<file path="config.mk">
export PLATFORM = sky130hd
export DESIGN_NAME = isoep_queue
export DESIGN_NICKNAME = d
export VERILOG_FILES = /design/src/hdl/isoep_pkg.sv /design/src/hdl/isoep_queue.sv
export SDC_FILE = /design/constraint.sdc
export NUM_CORES = 1
export LEC_CHECK = 0
export BUFFER_PORTS_ARGS = -buffer_cell sky130_fd_sc_hd__buf_4
export CAP_MARGIN = 10
export CORE_UTILIZATION = 44
export CTS_CLUSTER_DIAMETER = 30
export CTS_CLUSTER_SIZE = 14
export DETAILED_ROUTE_END_ITERATION = 10
export GPL_TIMING_DRIVEN = 1
export PLACE_DENSITY = 0.71
export REMOVE_ABC_BUFFERS = 1
export SETUP_SLACK_MARGIN = 0.1
export SLEW_MARGIN = 20
export SYNTH_ARGS = -nofsm -noshare
export SYNTH_HDL_FRONTEND = slang
export SYNTH_SLANG_ARGS = --single-unit
export TNS_END_PERCENT = 30
</file>
<file path="constraint.sdc">
create_clock -name clk -period 13.55 [get_ports clk]
set_input_delay 0.6775 -clock clk [delete_from_list [all_inputs] [get_ports clk]]
set_output_delay 0.6775 -clock clk [all_outputs]
set_load 0.005 [all_outputs]
</file>
<file path="src/hdl/isoep_pkg.sv">
// ----------------------------------------------------------------------------
// isoep_pkg
// shared types, constants and helper functions for the timestamp text decoder
// ----------------------------------------------------------------------------
package isoep_pkg;

    localparam int DIGIT_LIMIT   = 9;
    localparam int DIGIT_CNT_W   = 4;
    localparam int ACCUM_W       = 30;
    localparam int FIELD_W       = 31;
    localparam int FIELD_IDX_W   = 3;
    localparam int STORE_DEPTH   = 5;
    localparam int EPOCH_W       = 57;
    localparam int QUEUE_DEPTH   = 2;
    localparam int QUEUE_AW      = 1;
    localparam int QUEUE_CNT_W   = 2;

    localparam logic [FIELD_IDX_W-1:0] LAST_FIELD = 3'd5;
    localparam logic [FIELD_IDX_W-1:0] FLD_YEAR   = 3'd0;
    localparam logic [FIELD_IDX_W-1:0] FLD_MONTH  = 3'd1;
    localparam logic [FIELD_IDX_W-1:0] FLD_DAY    = 3'd2;
    localparam logic [FIELD_IDX_W-1:0] FLD_HOUR   = 3'd3;
    localparam logic [FIELD_IDX_W-1:0] FLD_MINUTE = 3'd4;

    localparam logic [7:0] CH_NUL   = 8'h00;
    localparam logic [7:0] CH_TAB   = 8'h09;
    localparam logic [7:0] CH_CR    = 8'h0d;
    localparam logic [7:0] CH_SPACE = 8'h20;
    localparam logic [7:0] CH_PLUS  = 8'h2b;
    localparam logic [7:0] CH_MINUS = 8'h2d;
    localparam logic [7:0] CH_ZERO  = 8'h30;
    localparam logic [7:0] CH_NINE  = 8'h39;
    localparam logic [7:0] CH_COLON = 8'h3a;
    localparam logic [7:0] CH_T     = 8'h54;

    // floor division of the shifted year by 400 through a reciprocal of 25
    localparam int          ERA_BIAS_LOG = 22;
    localparam logic [31:0] YEAR_OFFSET  = 32'(400 * (2 ** ERA_BIAS_LOG));
    localparam int          RECIP_SHIFT  = 32;
    localparam logic [27:0] RECIP_25     = 28'd171798692;
    localparam logic [24:0] ERA_BIAS     = 25'(2 ** ERA_BIAS_LOG);

    localparam logic signed [42:0] DAYS_PER_ERA   = 43'sd146097;
    localparam logic signed [43:0] EPOCH_DAY_SHIFT = 44'sd719468;
    localparam logic signed [52:0] DAY_SCALE      = 53'sd675;
    localparam int                 DAY_SCALE_SH   = 7;
    localparam logic signed [43:0] SEC_PER_HOUR   = 44'sd3600;
    localparam logic signed [43:0] SEC_PER_MIN    = 44'sd60;

    typedef enum logic [1:0] {
        PH_START,
        PH_SIGN,
        PH_DIGITS,
        PH_DONE
    } scan_phase_t;

    typedef enum logic [2:0] {
        CV_IDLE,
        CV_QUOT,
        CV_YOE,
        CV_DOE,
        CV_DAYS,
        CV_SCALE,
        CV_SUM
    } conv_state_t;

    typedef struct packed {
        logic [7:0] char_code;
        logic       last_char;
    } char_item_t;

    typedef struct packed {
        logic signed [EPOCH_W-1:0] epoch_seconds;
        logic                      valid_res;
    } epoch_item_t;

    typedef struct packed {
        logic signed [FIELD_W-1:0] year;
        logic [3:0]                month;
        logic [4:0]                day;
        logic signed [FIELD_W-1:0] hour;
        logic signed [FIELD_W-1:0] minute;
        logic signed [FIELD_W-1:0] second;
        logic                      ok;
    } conv_job_t;

    function automatic logic [7:0] sep_char(input logic [FIELD_IDX_W-1:0] idx);
        logic [7:0] c;
        case (idx)
            FLD_YEAR, FLD_MONTH: c = CH_MINUS;
            FLD_DAY:             c = CH_T;
            default:             c = CH_COLON;
        endcase
        return c;
    endfunction

    // days before the month in a year starting in march
    function automatic logic [8:0] doy_offset(input logic [3:0] mp);
        logic [8:0] d;
        case (mp)
            4'd0:    d = 9'd0;
            4'd1:    d = 9'd31;
            4'd2:    d = 9'd61;
            4'd3:    d = 9'd92;
            4'd4:    d = 9'd122;
            4'd5:    d = 9'd153;
            4'd6:    d = 9'd184;
            4'd7:    d = 9'd214;
            4'd8:    d = 9'd245;
            4'd9:    d = 9'd275;
            4'd10:   d = 9'd306;
            4'd11:   d = 9'd337;
            default: d = 9'd0;
        endcase
        return d;
    endfunction

endpackage

</file>
<file path="src/hdl/isoep_queue.sv">
// ----------------------------------------------------------------------------
// isoep_queue
// two-entry queue of parsed requests between scanner and converter
// ----------------------------------------------------------------------------
module isoep_queue
(
    input  logic                  clk,
    input  logic                  rst_n,
    input  logic                  push,
    input  isoep_pkg::conv_job_t  push_job,
    output logic                  not_full,
    input  logic                  pop,
    output logic                  not_empty,
    output isoep_pkg::conv_job_t  head_job
);

    isoep_pkg::conv_job_t               slot_reg [isoep_pkg::QUEUE_DEPTH];
    logic [isoep_pkg::QUEUE_AW-1:0]     wr_ptr_reg, wr_ptr_next;
    logic [isoep_pkg::QUEUE_AW-1:0]     rd_ptr_reg, rd_ptr_next;
    logic [isoep_pkg::QUEUE_CNT_W-1:0]  count_reg, count_next;
    logic                               do_push;
    logic                               do_pop;

    assign not_full  = count_reg != isoep_pkg::QUEUE_CNT_W'(isoep_pkg::QUEUE_DEPTH);
    assign not_empty = count_reg != '0;
    assign do_push   = push && not_full;
    assign do_pop    = pop && not_empty;
    assign head_job  = slot_reg[rd_ptr_reg];

    always_comb
    begin
        wr_ptr_next = do_push ? wr_ptr_reg + isoep_pkg::QUEUE_AW'(1) : wr_ptr_reg;
        rd_ptr_next = do_pop ? rd_ptr_reg + isoep_pkg::QUEUE_AW'(1) : rd_ptr_reg;
        count_next  = count_reg;
        if (do_push && !do_pop)
            count_next = count_reg + isoep_pkg::QUEUE_CNT_W'(1);
        else if (do_pop && !do_push)
            count_next = count_reg - isoep_pkg::QUEUE_CNT_W'(1);
    end

    always_ff @(posedge clk or negedge rst_n)
    begin
        if (!rst_n)
        begin
            wr_ptr_reg <= '0;
            rd_ptr_reg <= '0;
            count_reg  <= '0;
        end
        else
        begin
            wr_ptr_reg <= wr_ptr_next;
            rd_ptr_reg <= rd_ptr_next;
            count_reg  <= count_next;
        end
    end

    always_ff @(posedge clk)
    begin
        if (do_push)
            slot_reg[wr_ptr_reg] <= push_job;
    end

endmodule

</file>
# ---- Word-level counts from Yosys, hierarchy flattened
# Memory sizes are Yosys's and may differ from the RTL's.
# Index checks and enable logic that the tools add are counted.
dict set report op_classes {
  muxes 4
  eq_ne 1
  addsub 4
  reduce_logical 8
}
# op count
set ops {}
lappend ops {{$logic_and A1 B1 Y1} 4}
lappend ops {{$mux W2} 2}
lappend ops {{$reduce_bool A2 Y1} 2}
lappend ops {{$add A1 B1 Y1 const B} 2}
lappend ops {{$add A2 B1 Y2 const B} 1}
lappend ops {{$logic_not A1 Y1} 2}
lappend ops {{$mux W1} 2}
lappend ops {{$ne A2 B2 Y1 const B} 1}
lappend ops {{$sub A2 B1 Y2 const B} 1}
dict set report totals {
  ram_bits 268
  register_bits 4
  word_cells 21
  mem_count 1
  output_inout_bits 136
}
# name depth width read_ports rd_ports_with_merged_regs write_ports line
set mem_list {}
lappend mem_list {slot_reg 2 134 1 0 1 isoep_queue.sv:17} ;# isoep_pkg::conv_job_t slot_reg [isoep_pkg::QUEUE_DEPTH];

# ---- Depth between registers and ports, before layout
dict set report logic_depth {
  ltp_word 6
  ltp_mapped 7
}

# ---- Worst setup path before layout
# No wires, ideal clock.
dict set report synth_timing {
  path_type {input-to-reg}
  start {input port push}
  end {memory slot_reg[0][0] (netlist name), enable pin}
  t_required_ns 12.921
  path_slack_ns 6.588
  t_arrival_ns 6.333
  stages 2
  path_cell_list {nand2_1 > nor2_1}
}
dict set report synth_between {
  elab_chain_len 3
}
# element line
set synth_lines {}
lappend synth_lines {{from (decl)} isoep_queue.sv:9} ;# input logic push,
lappend synth_lines {{$logic_and A1 B1 Y1} isoep_queue.sv:26} ;# assign do_push = push && not_full;
lappend synth_lines {{$mux W1} isoep_queue.sv:59} ;# if (do_push)
lappend synth_lines {{$mux W1 (not written as such)} isoep_queue.sv:60} ;# slot_reg[wr_ptr_reg] <= push_job;
lappend synth_lines {{to (decl)} isoep_queue.sv:17}
# Every way passes these cells.

==> results.ini <==
[run_status]
status=completed

[place]
io_buffer_count=273
dp_hpwl_um=12600
place_congestion=0.712

[sta]
fmax_mhz=302
rsz0062_at_grt=no
finalHoldViolations=0
period_minus_slack_ns=3.32
drv_slew=0
setup_viol=0
finalCritPeriodShare=0.245
relSlewSlack=0.346
clock_skew_ns=0.0142
setup_tns_ns=0
tightestPinTransition_ns=0.979

[worst_setup_path]
r2r_start=count_reg[0]$_DFFE_PN0P_
worst-setup-path-type=reg -> out
crit_start=rd_ptr_reg$_DFFE_PN0P_
end_kind=output port
r2r-end=slot_reg[0][76]$_DFFE_PP_
cp-start-kind=register
arrival_ns=2.64
rr_worst_depth=4
worstSetupEndpoint=head_job[14]
ff2ff_setup_slack_ns=10.77
required_ns=12.87
cp_max_fo=57

[power]
power.total_w=0.00327
peakVddDrop_mv=0.123
powerDensity_nw_per_um2=232
leakage_nw=5.48

[final_layout]
largest_reg_flops=268
antennaDiodeCount=0
final_cell_mix=buf_4 (278), edfxtp_1 (268), mux2_2 (84), clkbuf_16 (51), mux2_4 (50)
area_delta_synth_final_pct=40.1
drive_above_1_share=0.633
mostFrequentLayoutCell=buf_4
nets=890
fillers=1552

[cts]
cts_tree=done
htreeDepth=2
worstSkewPairLatency_ns=0.53
ctsRootBufferMaster=clkbuf_16
clockBufferDepth=3
cts_sinks=272
post_cts_buffers=0
cts_resized=0
path_clk_slew_ns=0.05
numCtsBuffers=50

[floorplan]
die-width_um=153
row_count=54
initial_core_util=0.455
io_pins=274
core_sq_um=22100
die-area_sq_um=23500
die_h_um=153

[flow_run]
cap_viol_max_count=0

[drt]
detail_route.wl_per_cell_um=18.1
avgViaCountPerCell=4.78
vias=5120
drcViolationCount=0
ant_nets=0
totalWireLength_um=19400
drtIter0Drc=180
dr.pass1.iters=4

[synth]
synthCells=435
ys_seq_area_frac=0.810
synth_area_per_cell_sq_um=23.1
ys_warn_count=0
ys_types=15
synth_area_sq_um=10100
ys_seq_elements=272

[global_routing]
grtUsageMet2=0.283
met1_usage=0.192
busiest_layer=met2
gr-usage-met3=0.0584
grt_overflow=0
grt_pass1_vias=5703
grt_pass1_wl_um=30200
gr-usage-all-layers=0.167
grt_antenna_before_repair=0
grt_max_degree=71

[hold_path]
hold_class=in -> reg

==> metal layers <==
layer  part of all wire  vias up
met4              0.026        0
met5                  0        -
met1               0.38     2477
met2               0.51      215
met3              0.083       38
li1                   -     2390
==> logic make-up after synthesis <==
logic type    share of synthesized area
xor+xnor                        0.00436
fa+ha+maj                       0.00124
buf+inv                          0.0122
flops                             0.810
mux                               0.169
simple gates                    0.00336
==> timing repair <==
action | CTS | global route
endpoints found under the hold margin | 4 | 0
endpoints found under the setup margin | 0 | 0
hold buffers | 1 | 0
==> cell type report <==
class,instances,area (sq um),area share
clock buffer,56,1290,0.0919
clock inverter,37,392,0.0278
inverter,1,3.75,0.000266
multi-input combinational,147,1800,0.128
sequential,272,8150,0.579
tap,280,350,0.0249
timing repair buffer,279,2100,0.149
==> where the power goes <==
| group | switching [W] | total [W] | internal [W] |
|---|---|---|---|
| Clock | 0.000402 | 0.00121 | 0.000806 |
| Sequential | 0.0000670 | 0.00122 | 0.00116 |
| Combinational | 0.000359 | 0.000841 | 0.000482 |
==> per-stage QoR <==
step	hold WS (ns)	utilization	instances	setup WS, ns	area [sq um]
after floorplan	0.382	-	420	6.59	9940
after global placement	0.471	0.561	978	10.70	12400
after detailed placement	0.479	0.561	978	10.59	12400
after CTS	0.309	0.638	1072	10.21	14100
after global routing	0.310	0.638	1072	10.09	14100
final	0.334	0.638	1072	10.23	14100
==> cells in the mapped netlist <==
master	n	share of area
ha_1	1	0.0012
mux2_2	84	0.094
nor2_1	2	0.00075
and3_1	1	0.00062
buf_6	7	0.0078
edfxtp_1	268	0.80
nand2_1	2	0.00075
mux2_4	50	0.075
buf_2	8	0.0040
nand2b_1	1	0.00062
inv_1	1	0.00037
xnor2_1	3	0.0026
dfrtp_1	4	0.010
or2_2	1	0.00062
xor2_1	2	0.0017
==> how the worst min path moves through the flow <==
stage,start,endpoint,slack (ns),cells past startpoint
floorplan,rst_n,count_reg[0]$_DFFE_PN0P_,0.38,0
global placement,rst_n,wr_ptr_reg$_DFFE_PN0P_,0.47,1
detailed placement,rst_n,wr_ptr_reg$_DFFE_PN0P_,0.48,1
CTS,push_job[119],slot_reg[1][119]$_DFFE_PP_,0.31,1
global route,push_job[2],slot_reg[0][2]$_DFFE_PP_,0.31,1
finish,push_job[127],slot_reg[0][127]$_DFFE_PP_,0.33,1
==> critical path: stages, from the launching register on <==
cell and delay, ns:
dfrtp_4 0.75, buf_4 0.71, mux2_2 0.42, buf_4 0.14
(Power assumes the default switching activity.)
