===== src/hdl/isoep_pkg.sv =====
// ----------------------------------------------------------------------------
// isoep_pkg
// shared types, constants and helper functions for the timestamp text decoder
// ----------------------------------------------------------------------------
package isoep_pkg;

    localparam int DIGIT_LIMIT   = 9;
    localparam int DIGIT_CNT_W   = 4;
    localparam int ACCUM_W       = 30;
    localparam int FIELD_W       = 31;
    localparam int FIELD_IDX_W   = 3;
    localparam int STORE_DEPTH   = 5;
    localparam int EPOCH_W       = 57;
    localparam int QUEUE_DEPTH   = 2;
    localparam int QUEUE_AW      = 1;
    localparam int QUEUE_CNT_W   = 2;

    localparam logic [FIELD_IDX_W-1:0] LAST_FIELD = 3'd5;
    localparam logic [FIELD_IDX_W-1:0] FLD_YEAR   = 3'd0;
    localparam logic [FIELD_IDX_W-1:0] FLD_MONTH  = 3'd1;
    localparam logic [FIELD_IDX_W-1:0] FLD_DAY    = 3'd2;
    localparam logic [FIELD_IDX_W-1:0] FLD_HOUR   = 3'd3;
    localparam logic [FIELD_IDX_W-1:0] FLD_MINUTE = 3'd4;

    localparam logic [7:0] CH_NUL   = 8'h00;
    localparam logic [7:0] CH_TAB   = 8'h09;
    localparam logic [7:0] CH_CR    = 8'h0d;
    localparam logic [7:0] CH_SPACE = 8'h20;
    localparam logic [7:0] CH_PLUS  = 8'h2b;
    localparam logic [7:0] CH_MINUS = 8'h2d;
    localparam logic [7:0] CH_ZERO  = 8'h30;
    localparam logic [7:0] CH_NINE  = 8'h39;
    localparam logic [7:0] CH_COLON = 8'h3a;
    localparam logic [7:0] CH_T     = 8'h54;

    // floor division of the shifted year by 400 through a reciprocal of 25
    localparam int          ERA_BIAS_LOG = 22;
    localparam logic [31:0] YEAR_OFFSET  = 32'(400 * (2 ** ERA_BIAS_LOG));
    localparam int          RECIP_SHIFT  = 32;
    localparam logic [27:0] RECIP_25     = 28'd171798692;
    localparam logic [24:0] ERA_BIAS     = 25'(2 ** ERA_BIAS_LOG);

    localparam logic signed [42:0] DAYS_PER_ERA   = 43'sd146097;
    localparam logic signed [43:0] EPOCH_DAY_SHIFT = 44'sd719468;
    localparam logic signed [52:0] DAY_SCALE      = 53'sd675;
    localparam int                 DAY_SCALE_SH   = 7;
    localparam logic signed [43:0] SEC_PER_HOUR   = 44'sd3600;
    localparam logic signed [43:0] SEC_PER_MIN    = 44'sd60;

    typedef enum logic [1:0] {
        PH_START,
        PH_SIGN,
        PH_DIGITS,
        PH_DONE
    } scan_phase_t;

    typedef enum logic [2:0] {
        CV_IDLE,
        CV_QUOT,
        CV_YOE,
        CV_DOE,
        CV_DAYS,
        CV_SCALE,
        CV_SUM
    } conv_state_t;

    typedef struct packed {
        logic [7:0] char_code;
        logic       last_char;
    } char_item_t;

    typedef struct packed {
        logic signed [EPOCH_W-1:0] epoch_seconds;
        logic                      valid_res;
    } epoch_item_t;

    typedef struct packed {
        logic signed [FIELD_W-1:0] year;
        logic [3:0]                month;
        logic [4:0]                day;
        logic signed [FIELD_W-1:0] hour;
        logic signed [FIELD_W-1:0] minute;
        logic signed [FIELD_W-1:0] second;
        logic                      ok;
    } conv_job_t;

    function automatic logic [7:0] sep_char(input logic [FIELD_IDX_W-1:0] idx);
        logic [7:0] c;
        case (idx)
            FLD_YEAR, FLD_MONTH: c = CH_MINUS;
            FLD_DAY:             c = CH_T;
            default:             c = CH_COLON;
        endcase
        return c;
    endfunction

    // days before the month in a year starting in march
    function automatic logic [8:0] doy_offset(input logic [3:0] mp);
        logic [8:0] d;
        case (mp)
            4'd0:    d = 9'd0;
            4'd1:    d = 9'd31;
            4'd2:    d = 9'd61;
            4'd3:    d = 9'd92;
            4'd4:    d = 9'd122;
            4'd5:    d = 9'd153;
            4'd6:    d = 9'd184;
            4'd7:    d = 9'd214;
            4'd8:    d = 9'd245;
            4'd9:    d = 9'd275;
            4'd10:   d = 9'd306;
            4'd11:   d = 9'd337;
            default: d = 9'd0;
        endcase
        return d;
    endfunction

endpackage


===== src/hdl/isoep_scan.sv =====
// ----------------------------------------------------------------------------
// isoep_scan
// character scanner: parses six signed numbers and closes a request per text
// ----------------------------------------------------------------------------
module isoep_scan
(
    input  logic                   clk,
    input  logic                   rst_n,
    input  logic                   take,
    input  isoep_pkg::char_item_t  item,
    output isoep_pkg::conv_job_t   job
);

    logic [isoep_pkg::FIELD_IDX_W-1:0] fnum_reg, fnum_next;
    isoep_pkg::scan_phase_t            phase_reg, phase_next;
    logic [isoep_pkg::ACCUM_W-1:0]     accum_reg, accum_next;
    logic [isoep_pkg::DIGIT_CNT_W-1:0] dcnt_reg, dcnt_next;
    logic                              neg_reg, neg_next;
    logic                              fin_reg, fin_next;
    logic                              fail_reg, fail_next;
    logic signed [isoep_pkg::FIELD_W-1:0] store_reg [isoep_pkg::STORE_DEPTH];
    logic                              store_we;

    logic [7:0] c;
    logic       is_digit;
    logic [3:0] digit_val;
    logic signed [isoep_pkg::FIELD_W-1:0] cur_value;

    logic                    end_fail;
    isoep_pkg::scan_phase_t  end_phase;
    logic signed [isoep_pkg::FIELD_W-1:0] mon_val;
    logic signed [isoep_pkg::FIELD_W-1:0] day_val;

    assign c         = item.char_code;
    assign is_digit  = c inside {[isoep_pkg::CH_ZERO:isoep_pkg::CH_NINE]};
    assign digit_val = 4'(c - isoep_pkg::CH_ZERO);

    always_comb
    begin
        fnum_next  = fnum_reg;
        phase_next = phase_reg;
        accum_next = accum_reg;
        dcnt_next  = dcnt_reg;
        neg_next   = neg_reg;
        fin_next   = fin_reg;
        fail_next  = fail_reg;
        store_we   = 1'b0;
        if (!fin_reg && !fail_reg)
        begin
            if (c == isoep_pkg::CH_NUL)
            begin
                if (phase_reg == isoep_pkg::PH_DIGITS && fnum_reg == isoep_pkg::LAST_FIELD)
                    phase_next = isoep_pkg::PH_DONE;
                else
                    fail_next = 1'b1;
                fin_next = 1'b1;
            end
            else
            begin
                case (phase_reg)
                    isoep_pkg::PH_START:
                    begin
                        if (c inside {isoep_pkg::CH_SPACE, [isoep_pkg::CH_TAB:isoep_pkg::CH_CR]})
                        begin
                            phase_next = isoep_pkg::PH_START;
                        end
                        else if (c inside {isoep_pkg::CH_PLUS, isoep_pkg::CH_MINUS})
                        begin
                            neg_next   = (c == isoep_pkg::CH_MINUS);
                            phase_next = isoep_pkg::PH_SIGN;
                        end
                        else if (is_digit)
                        begin
                            accum_next = isoep_pkg::ACCUM_W'(digit_val);
                            dcnt_next  = isoep_pkg::DIGIT_CNT_W'(1);
                            phase_next = isoep_pkg::PH_DIGITS;
                        end
                        else
                            fail_next = 1'b1;
                    end
                    isoep_pkg::PH_SIGN:
                    begin
                        if (is_digit)
                        begin
                            accum_next = isoep_pkg::ACCUM_W'(digit_val);
                            dcnt_next  = isoep_pkg::DIGIT_CNT_W'(1);
                            phase_next = isoep_pkg::PH_DIGITS;
                        end
                        else
                            fail_next = 1'b1;
                    end
                    isoep_pkg::PH_DIGITS:
                    begin
                        if (is_digit)
                        begin
                            if (dcnt_reg >= isoep_pkg::DIGIT_CNT_W'(isoep_pkg::DIGIT_LIMIT))
                                fail_next = 1'b1;
                            else
                            begin
                                accum_next = (accum_reg << 3) + (accum_reg << 1)
                                           + isoep_pkg::ACCUM_W'(digit_val);
                                dcnt_next  = dcnt_reg + isoep_pkg::DIGIT_CNT_W'(1);
                            end
                        end
                        else if (fnum_reg >= isoep_pkg::LAST_FIELD)
                        begin
                            phase_next = isoep_pkg::PH_DONE;
                            fin_next   = 1'b1;
                        end
                        else if (c != isoep_pkg::sep_char(fnum_reg))
                            fail_next = 1'b1;
                        else
                        begin
                            store_we   = 1'b1;
                            fnum_next  = fnum_reg + isoep_pkg::FIELD_IDX_W'(1);
                            phase_next = isoep_pkg::PH_START;
                            accum_next = '0;
                            dcnt_next  = '0;
                            neg_next   = 1'b0;
                        end
                    end
                    default:
                        fin_next = 1'b1;
                endcase
            end
        end
    end

    assign cur_value = neg_reg ? -$signed({1'b0, accum_reg}) : $signed({1'b0, accum_reg});

    // text end on the marked character
    always_comb
    begin
        end_phase = phase_next;
        end_fail  = fail_next;
        if (!fin_next && !fail_next)
        begin
            if (phase_next == isoep_pkg::PH_DIGITS && fnum_next == isoep_pkg::LAST_FIELD)
                end_phase = isoep_pkg::PH_DONE;
            else
                end_fail = 1'b1;
        end
    end

    assign mon_val = store_reg[isoep_pkg::FLD_MONTH];
    assign day_val = store_reg[isoep_pkg::FLD_DAY];

    always_comb
    begin
        job.year   = store_reg[isoep_pkg::FLD_YEAR];
        job.month  = mon_val[3:0];
        job.day    = day_val[4:0];
        job.hour   = store_reg[isoep_pkg::FLD_HOUR];
        job.minute = store_reg[isoep_pkg::FLD_MINUTE];
        job.second = neg_next ? -$signed({1'b0, accum_next}) : $signed({1'b0, accum_next});
        job.ok     = !end_fail && end_phase == isoep_pkg::PH_DONE
                   && mon_val >= 31'sd1 && mon_val <= 31'sd12
                   && day_val >= 31'sd1 && day_val <= 31'sd31;
    end

    always_ff @(posedge clk or negedge rst_n)
    begin
        if (!rst_n)
        begin
            fnum_reg  <= '0;
            phase_reg <= isoep_pkg::PH_START;
            accum_reg <= '0;
            dcnt_reg  <= '0;
            neg_reg   <= 1'b0;
            fin_reg   <= 1'b0;
            fail_reg  <= 1'b0;
            for (int i = 0; i < isoep_pkg::STORE_DEPTH; i++)
                store_reg[i] <= '0;
        end
        else if (take)
        begin
            if (item.last_char)
            begin
                fnum_reg  <= '0;
                phase_reg <= isoep_pkg::PH_START;
                accum_reg <= '0;
                dcnt_reg  <= '0;
                neg_reg   <= 1'b0;
                fin_reg   <= 1'b0;
                fail_reg  <= 1'b0;
                for (int i = 0; i < isoep_pkg::STORE_DEPTH; i++)
                    store_reg[i] <= '0;
            end
            else
            begin
                fnum_reg  <= fnum_next;
                phase_reg <= phase_next;
                accum_reg <= accum_next;
                dcnt_reg  <= dcnt_next;
                neg_reg   <= neg_next;
                fin_reg   <= fin_next;
                fail_reg  <= fail_next;
                if (store_we)
                    store_reg[fnum_reg] <= cur_value;
            end
        end
    end

endmodule


===== config.mk =====
export PLATFORM = sky130hd
export DESIGN_NAME = isoep_scan
export DESIGN_NICKNAME = d
export VERILOG_FILES = /design/src/hdl/isoep_pkg.sv /design/src/hdl/isoep_scan.sv
export SDC_FILE = /design/constraint.sdc
export NUM_CORES = 1
export LEC_CHECK = 0
export ABC_CLOCK_PERIOD_IN_PS = 14530
export BUFFER_PORTS_ARGS = -buffer_cell sky130_fd_sc_hd__buf_4
export CAP_MARGIN = 5
export CELL_PAD_IN_SITES_DETAIL_PLACEMENT = 2
export CELL_PAD_IN_SITES_GLOBAL_PLACEMENT = 2
export CORE_ASPECT_RATIO = 0.8
export CORE_UTILIZATION = 37
export DETAILED_ROUTE_END_ITERATION = 16
export GPL_ROUTABILITY_DRIVEN = 0
export PLACE_DENSITY_LB_ADDON = 0.1
export SLEW_MARGIN = 20
export SYNTH_ARGS = -nofsm -noshare
export SYNTH_HDL_FRONTEND = slang
export SYNTH_SLANG_ARGS = --single-unit

===== constraint.sdc =====
create_clock -name clk -period 14.53 [get_ports clk]
set_clock_uncertainty 0.2 [all_clocks]
set_input_delay 2.906 -clock clk [delete_from_list [all_inputs] [get_ports clk]]
set_output_delay 2.906 -clock clk [all_outputs]
set_load 0.02 [all_outputs]

== Word-level counts from Yosys, hierarchy flattened ==
Index checks and enable logic that the tools add are counted.
Word-level totals
  word-level logic and storage cells: 169
  register bits: 197
  output and inout port bits: 134
  input port bits: 12
Operators by class
  $add $sub $neg: 7
  bitwise operators: 1
  multiplexer cells: 90
  equal/unequal tests: 18
  reduce and logical (&&, ||, !) cells: 29
  order comparisons: 12
Operators with widths (number)
  two-way mux 155 bit: 2
  two-way mux 30 bit: 10
  bitwise mux 155 bit: 1
  demux 31 bit (select 3 bit): 1
  two-way mux 31 bit: 3
  case mux 30 bit (3 select lines): 1
  greater-or-equal comparator 31 x 2 -> 1 bit, second input constant: 2
  negation 30 -> 31 bit: 2
  two-way mux 4 bit: 10
  two-way mux 8 bit: 5
  two-way mux 1 bit: 32
  <= comparator 31 x 5 -> 1 bit, second input constant: 1
  <= comparator 31 x 6 -> 1 bit, second input constant: 1
  adder 30 bit: 1
  adder 30 x 4 -> 30 bit: 1
  equality test 8 x 6 -> 1 bit, second input constant: 3
  two-way mux 2 bit: 12
  two-way mux 3 bit: 7
  case mux 7 bit (2 select lines): 1
  logical AND 1 bit: 12
  != test 4 bit, second input constant: 3
  case mux 4 bit (3 select lines): 1
  AND reduction 9 bit: 1
  greater-or-equal comparator 4 bit, second input constant: 2
  29 further kinds: 42

== Logic depth before layout (Yosys ltp) ==
  word-level depth: 25
  depth in mapped cells: 15
  gate-level depth less buffers: 14

== Worst setup path after synthesis ==
Ideal clock, no wire load.
  path type: input to output
  start point: input port item[4] (netlist bit)
  end point: output port job[28] (netlist bit)
  path buffers: 0
  path slack: 4.756 ns
  cell stages on the path: 14
  required time: 11.424 ns
  data arrival time: 6.668 ns
  cell sequence: inv_1 > fa_1 > inv_1 > ha_1 > a211oi_1 > o21ai_0 > xor2_1 > a21oi_1 > o22ai_1 > or3_1 > or4b_4 > or3_4 > o31ai_1 > xor2_1
RTL lines
  start: declaration: line isoep_scan.sv:10  | input isoep_pkg::char_item_t item,
  end: declaration: line isoep_scan.sv:11  | output isoep_pkg::conv_job_t job

==> reports/results.env <==
POWER.DENSITY_CELL_AREA_mW_PER_MM2=82.1
WORST_R2R_ENDPOINT='job[60]'
CTS_BUFFERS=17
SYNTHTOLAYOUTAREAGROWTH_PCT=16.3
HTREE_NUM_LEVELS=4
CLKSLEWWORSTSETUPHOLDPATHS_NS=0.07
COREAREA_MM2=0.0314
NETLIST_INSTANCES=1333
RSZ0062_AT_GRT='false'
PLACE.DETAILED.INSTANCES=1827
CONGESTION_OVERFLOW_GR=0
POWER.TOTAL_W=0.00113
REPORT.FINAL.SLEW_VIOL_COUNT=0
CRIT-REG2REG-LAUNCH='accum_reg[0]'
P_SW_W=0.000299
NUMBER_OF_INSERTED_FILLER_CELLS_IN_THE_FINAL_LAYOUT=3500
YS_WARN_COUNT=0
PLACEMENT_ROWS=58
DRT_ITER0_MARKERS=608
FINALHOLDVIOLATIONS=0
GRT_FIRST_PASS_WIRELENGTH_UM=70300
LARGEST_REGISTER_FF_COUNT=93
TOTAL_WIRE_LENGTH_AFTER_DETAILED_ROUTING_UM=44900
ANT_NETS=0
CRIT_PATH_END_KIND='primary output'
DRC=0
DRT_FIRST_PASS_ITERS=5
CRIT_TYPE='in2out'
FINAL_UTIL_PCT=43.7
DIE-AREA_MM2=0.0326
YOSYS_REGISTER_BITS=197
VIAS_PER_CELL=5.91
SYNTHDISTINCTLIBCELLS=78
WORSTSKEWPAIRLATENCY_NS=0.45
SHARE_OF_FINAL_LAYOUT_STANDARD_CELLS_STRONGER_THAN_DRIVE_STRENGTH_1_PCT=14.9
DR_WL_CELL_UM=24.2
TRITONCTS_NUM_SINKS=197
ENDPOINT='job[18]'
MULTI_INPUT_COMB_AREA_MM2=0.00633
CLOCK_TREE_BUFFER_DEPTH=2
START_UTIL_PCT=37.6
SYNTH_EDF_COUNT=0
START_KIND='primary input'
TIMING.CRITICAL_PATH.FANOUT_MAX=8
SYNTH_FF_TYPE='sky130_fd_sc_hd__dfrtp_1'
POSTCTSSETUPREPAIRBUFS=0
CHIPWIDTH_UM=202
WORST-R2R-CELL-COUNT=10
WORST_HOLD_PATH_TYPE='reg2reg'
TIMING.FINAL.CRIT_PERIOD_NS=10.63
SEQUENTIAL_CELL_AREA_MM2=0.00493
INSTANCES_NO_FILL=1860
SETUP_VIOL=0
GRT_PASS1_VIAS=11660
WORST-R2R-SETUP-SLACK_NS=10.11
INITIAL_ANTENNA_VIOLATION_COUNT=0
PORT-BUFFER-COUNT=145
DIE_H_UM=162
ROUTED-VIA-COUNT=10995
SYN_AVG_CELL_AREA_UM2=8.85
P_COMB_SHARE_PCT=9.2
POWER.INTERNAL_W=0.000828
POST_CTS_HOLD_BUFFER_COUNT=0
RUN_STATUS='finished clean'
LARGEST_NET_DEGREE_AT_THE_START_OF_GLOBAL_ROUTING=120
SYNTH_TOP_AREA_SHARE_PCT=41.8
RELATIVE_SLEW_SLACK_PCT=25.6
HPWL_UM=33500
POWER.SHARE.SWITCHING_PCT=26.5
ASYNCSETRESETFLOPFRACSYNTH_PCT=100
STATIC-LEAKAGE-POWER_nW=6.27
REQ_TIME_CRIT_PATH_NS=11.42
PIN_COUNT=146
CRITPATHARRIVALTIME_NS=7.52
TIMING_WORST_SLEW_PIN_VALUE_NS=1.11
TIMING.FINAL.CRIT_SHARE_PCT=73.1
CLOCK.FMAX_MHz=94.1
POWER_SHARE_OF_THE_CLOCK_GROUP_PCT=41.4
SYNTHESIS.NETS=1409
IRDROPWORSTVDD_mV=0.0907
MAX-CAP-VIOLATIONS=0
SYN_AREA_MM2=0.0118
CLOCK_TREE.ROOT_CELL='sky130_fd_sc_hd__clkbuf_16'
GRT_USE_TOTAL_PCT=27.8
SYNTH-SEQ-AREA-SHARE_PCT=41.8
SYNTH_TOP_CELLS_BY_AREA='sky130_fd_sc_hd__dfrtp_1 (42%), sky130_fd_sc_hd__o21ai_0 (7.1%), sky130_fd_sc_hd__nand2_1 (6.9%)'
POST_CTS.RESIZED_INSTANCES=0
PWR-SHARE-SEQ_PCT=49.4
TRITONCTS='yes'
STARTPOINT='item[4]'
SETUP-TNS-FINAL_NS=0
LAYOUT.NETS=1502
YOSYSTOPAREACELL='sky130_fd_sc_hd__dfrtp_1'
worst max-delay path: stages:
cell                       delay, ns
sky130_fd_sc_hd__buf_4          0.13
sky130_fd_sc_hd__inv_1          0.09
sky130_fd_sc_hd__fa_1           0.60
sky130_fd_sc_hd__inv_1          0.06
sky130_fd_sc_hd__ha_1           0.32
sky130_fd_sc_hd__a211oi_1       0.47
sky130_fd_sc_hd__o21ai_0        0.22
sky130_fd_sc_hd__xor2_1         0.19
sky130_fd_sc_hd__a21oi_1        0.23
sky130_fd_sc_hd__o22ai_1        0.10
sky130_fd_sc_hd__or3_1          0.35
sky130_fd_sc_hd__or4b_4         0.61
sky130_fd_sc_hd__nor3_1         0.59
sky130_fd_sc_hd__a31oi_1        0.19
sky130_fd_sc_hd__xnor2_1        0.28
sky130_fd_sc_hd__buf_4          0.19
placed cells by master, fill, tap and decap left out, drive strengths merged, types with 6 or more instances in the layout:
master	count
buf	155
inv	52
a41oi	9
and2	6
ha	62
nand2	217
a21oi	63
or3	16
a31oi	13
o211ai	6
dfrtp	197
o21ai	173
clkinv	6
nand4	12
nor4	16
xor2	21
o31ai	60
a21o	7
a22oi	17
o41ai	7
and3	9
nand3	34
clkbuf	24
xnor2	59
nor3	18
o21a	10
a211oi	9
o22ai	35
or2	7
nor2	45
power groups by stage:
stage               Clock, W  Combinational [W]  Sequential, W
floorplan                  0          0.0000600       0.000564
global placement           0           0.000102       0.000567
detailed placement         0           0.000103       0.000567
CTS                 0.000474           0.000104       0.000557
global route        0.000489           0.000113       0.000557
finish              0.000466           0.000104       0.000557
cells by family after synthesis:
family,after synthesis,share of synthesized area [%]
AO/OA/AOI/OAI,444,23.8
flip-flops,197,41.8
AND/OR/NAND/NOR,411,16.5
multiplexers,4,0.339
buffers and inverters,133,4.80
XOR/XNOR,80,5.94
adder cells (fa/ha/maj),64,6.91
metal layers:
metal	up-vias	wire length [µm]	global-route usage [%]
li1	5012	-	-
met1	5715	21200	38.7
met2	232	21300	46.1
met3	36	1910	3.81
met4	0	502	5.51
met5	-	0	0
layout make-up:
type,instances,share of cell area [%]
Clock inverter,9,0.556
Antenna cell,1,0.0182
Multi-Input combinational cell,1003,46.2
Sequential cell,197,35.9
Timing Repair Buffer,156,8.61
Tap cell,420,3.83
Inverter,51,1.40
Clock buffer,23,3.48
synth_stat cells (18+ instances only):
| cell type | count |
|---|---|
| sky130_fd_sc_hd__xor2_1 | 21 |
| sky130_fd_sc_hd__o31ai_1 | 60 |
| sky130_fd_sc_hd__inv_1 | 51 |
| sky130_fd_sc_hd__nand3_1 | 33 |
| sky130_fd_sc_hd__o22ai_1 | 35 |
| sky130_fd_sc_hd__nor3_1 | 18 |
| sky130_fd_sc_hd__nand2_1 | 217 |
| sky130_fd_sc_hd__xnor2_1 | 59 |
| sky130_fd_sc_hd__a21oi_1 | 62 |
| sky130_fd_sc_hd__o21ai_0 | 168 |
| sky130_fd_sc_hd__nor2_1 | 45 |
| sky130_fd_sc_hd__clkbuf_1 | 63 |
| sky130_fd_sc_hd__dfrtp_1 | 197 |
| sky130_fd_sc_hd__ha_1 | 62 |
worst min path at each step:
| stage | startpoint | slack, ns | cells past startpoint | end |
|---|---|---|---|---|
| 3_5_place_dp | job[49] | 0.27 | 2 | job[49] |
| 5_1_grt | job[48] | 0.31 | 2 | job[48] |
| 6_report | job[67] | 0.28 | 2 | job[67] |
| 4_1_cts | day_val[14] | 0.29 | 2 | day_val[14] |
| 3_3_place_gp | job[87] | 0.26 | 2 | job[87] |
| 2_1_floorplan | day_val[13] | 0.25 | 2 | day_val[13] |
stage by stage:
step	instance area [µm²]	setup slack, ns	hold WS, ns
final	13700	3.90	0.279
after global routing	13700	3.66	0.314
after CTS	13700	4.03	0.287
after detailed placement	13200	4.06	0.272
after global placement	13200	4.18	0.262
after floorplan	11800	4.76	0.249
No activity file was read; power rests on OpenSTA's default activity.
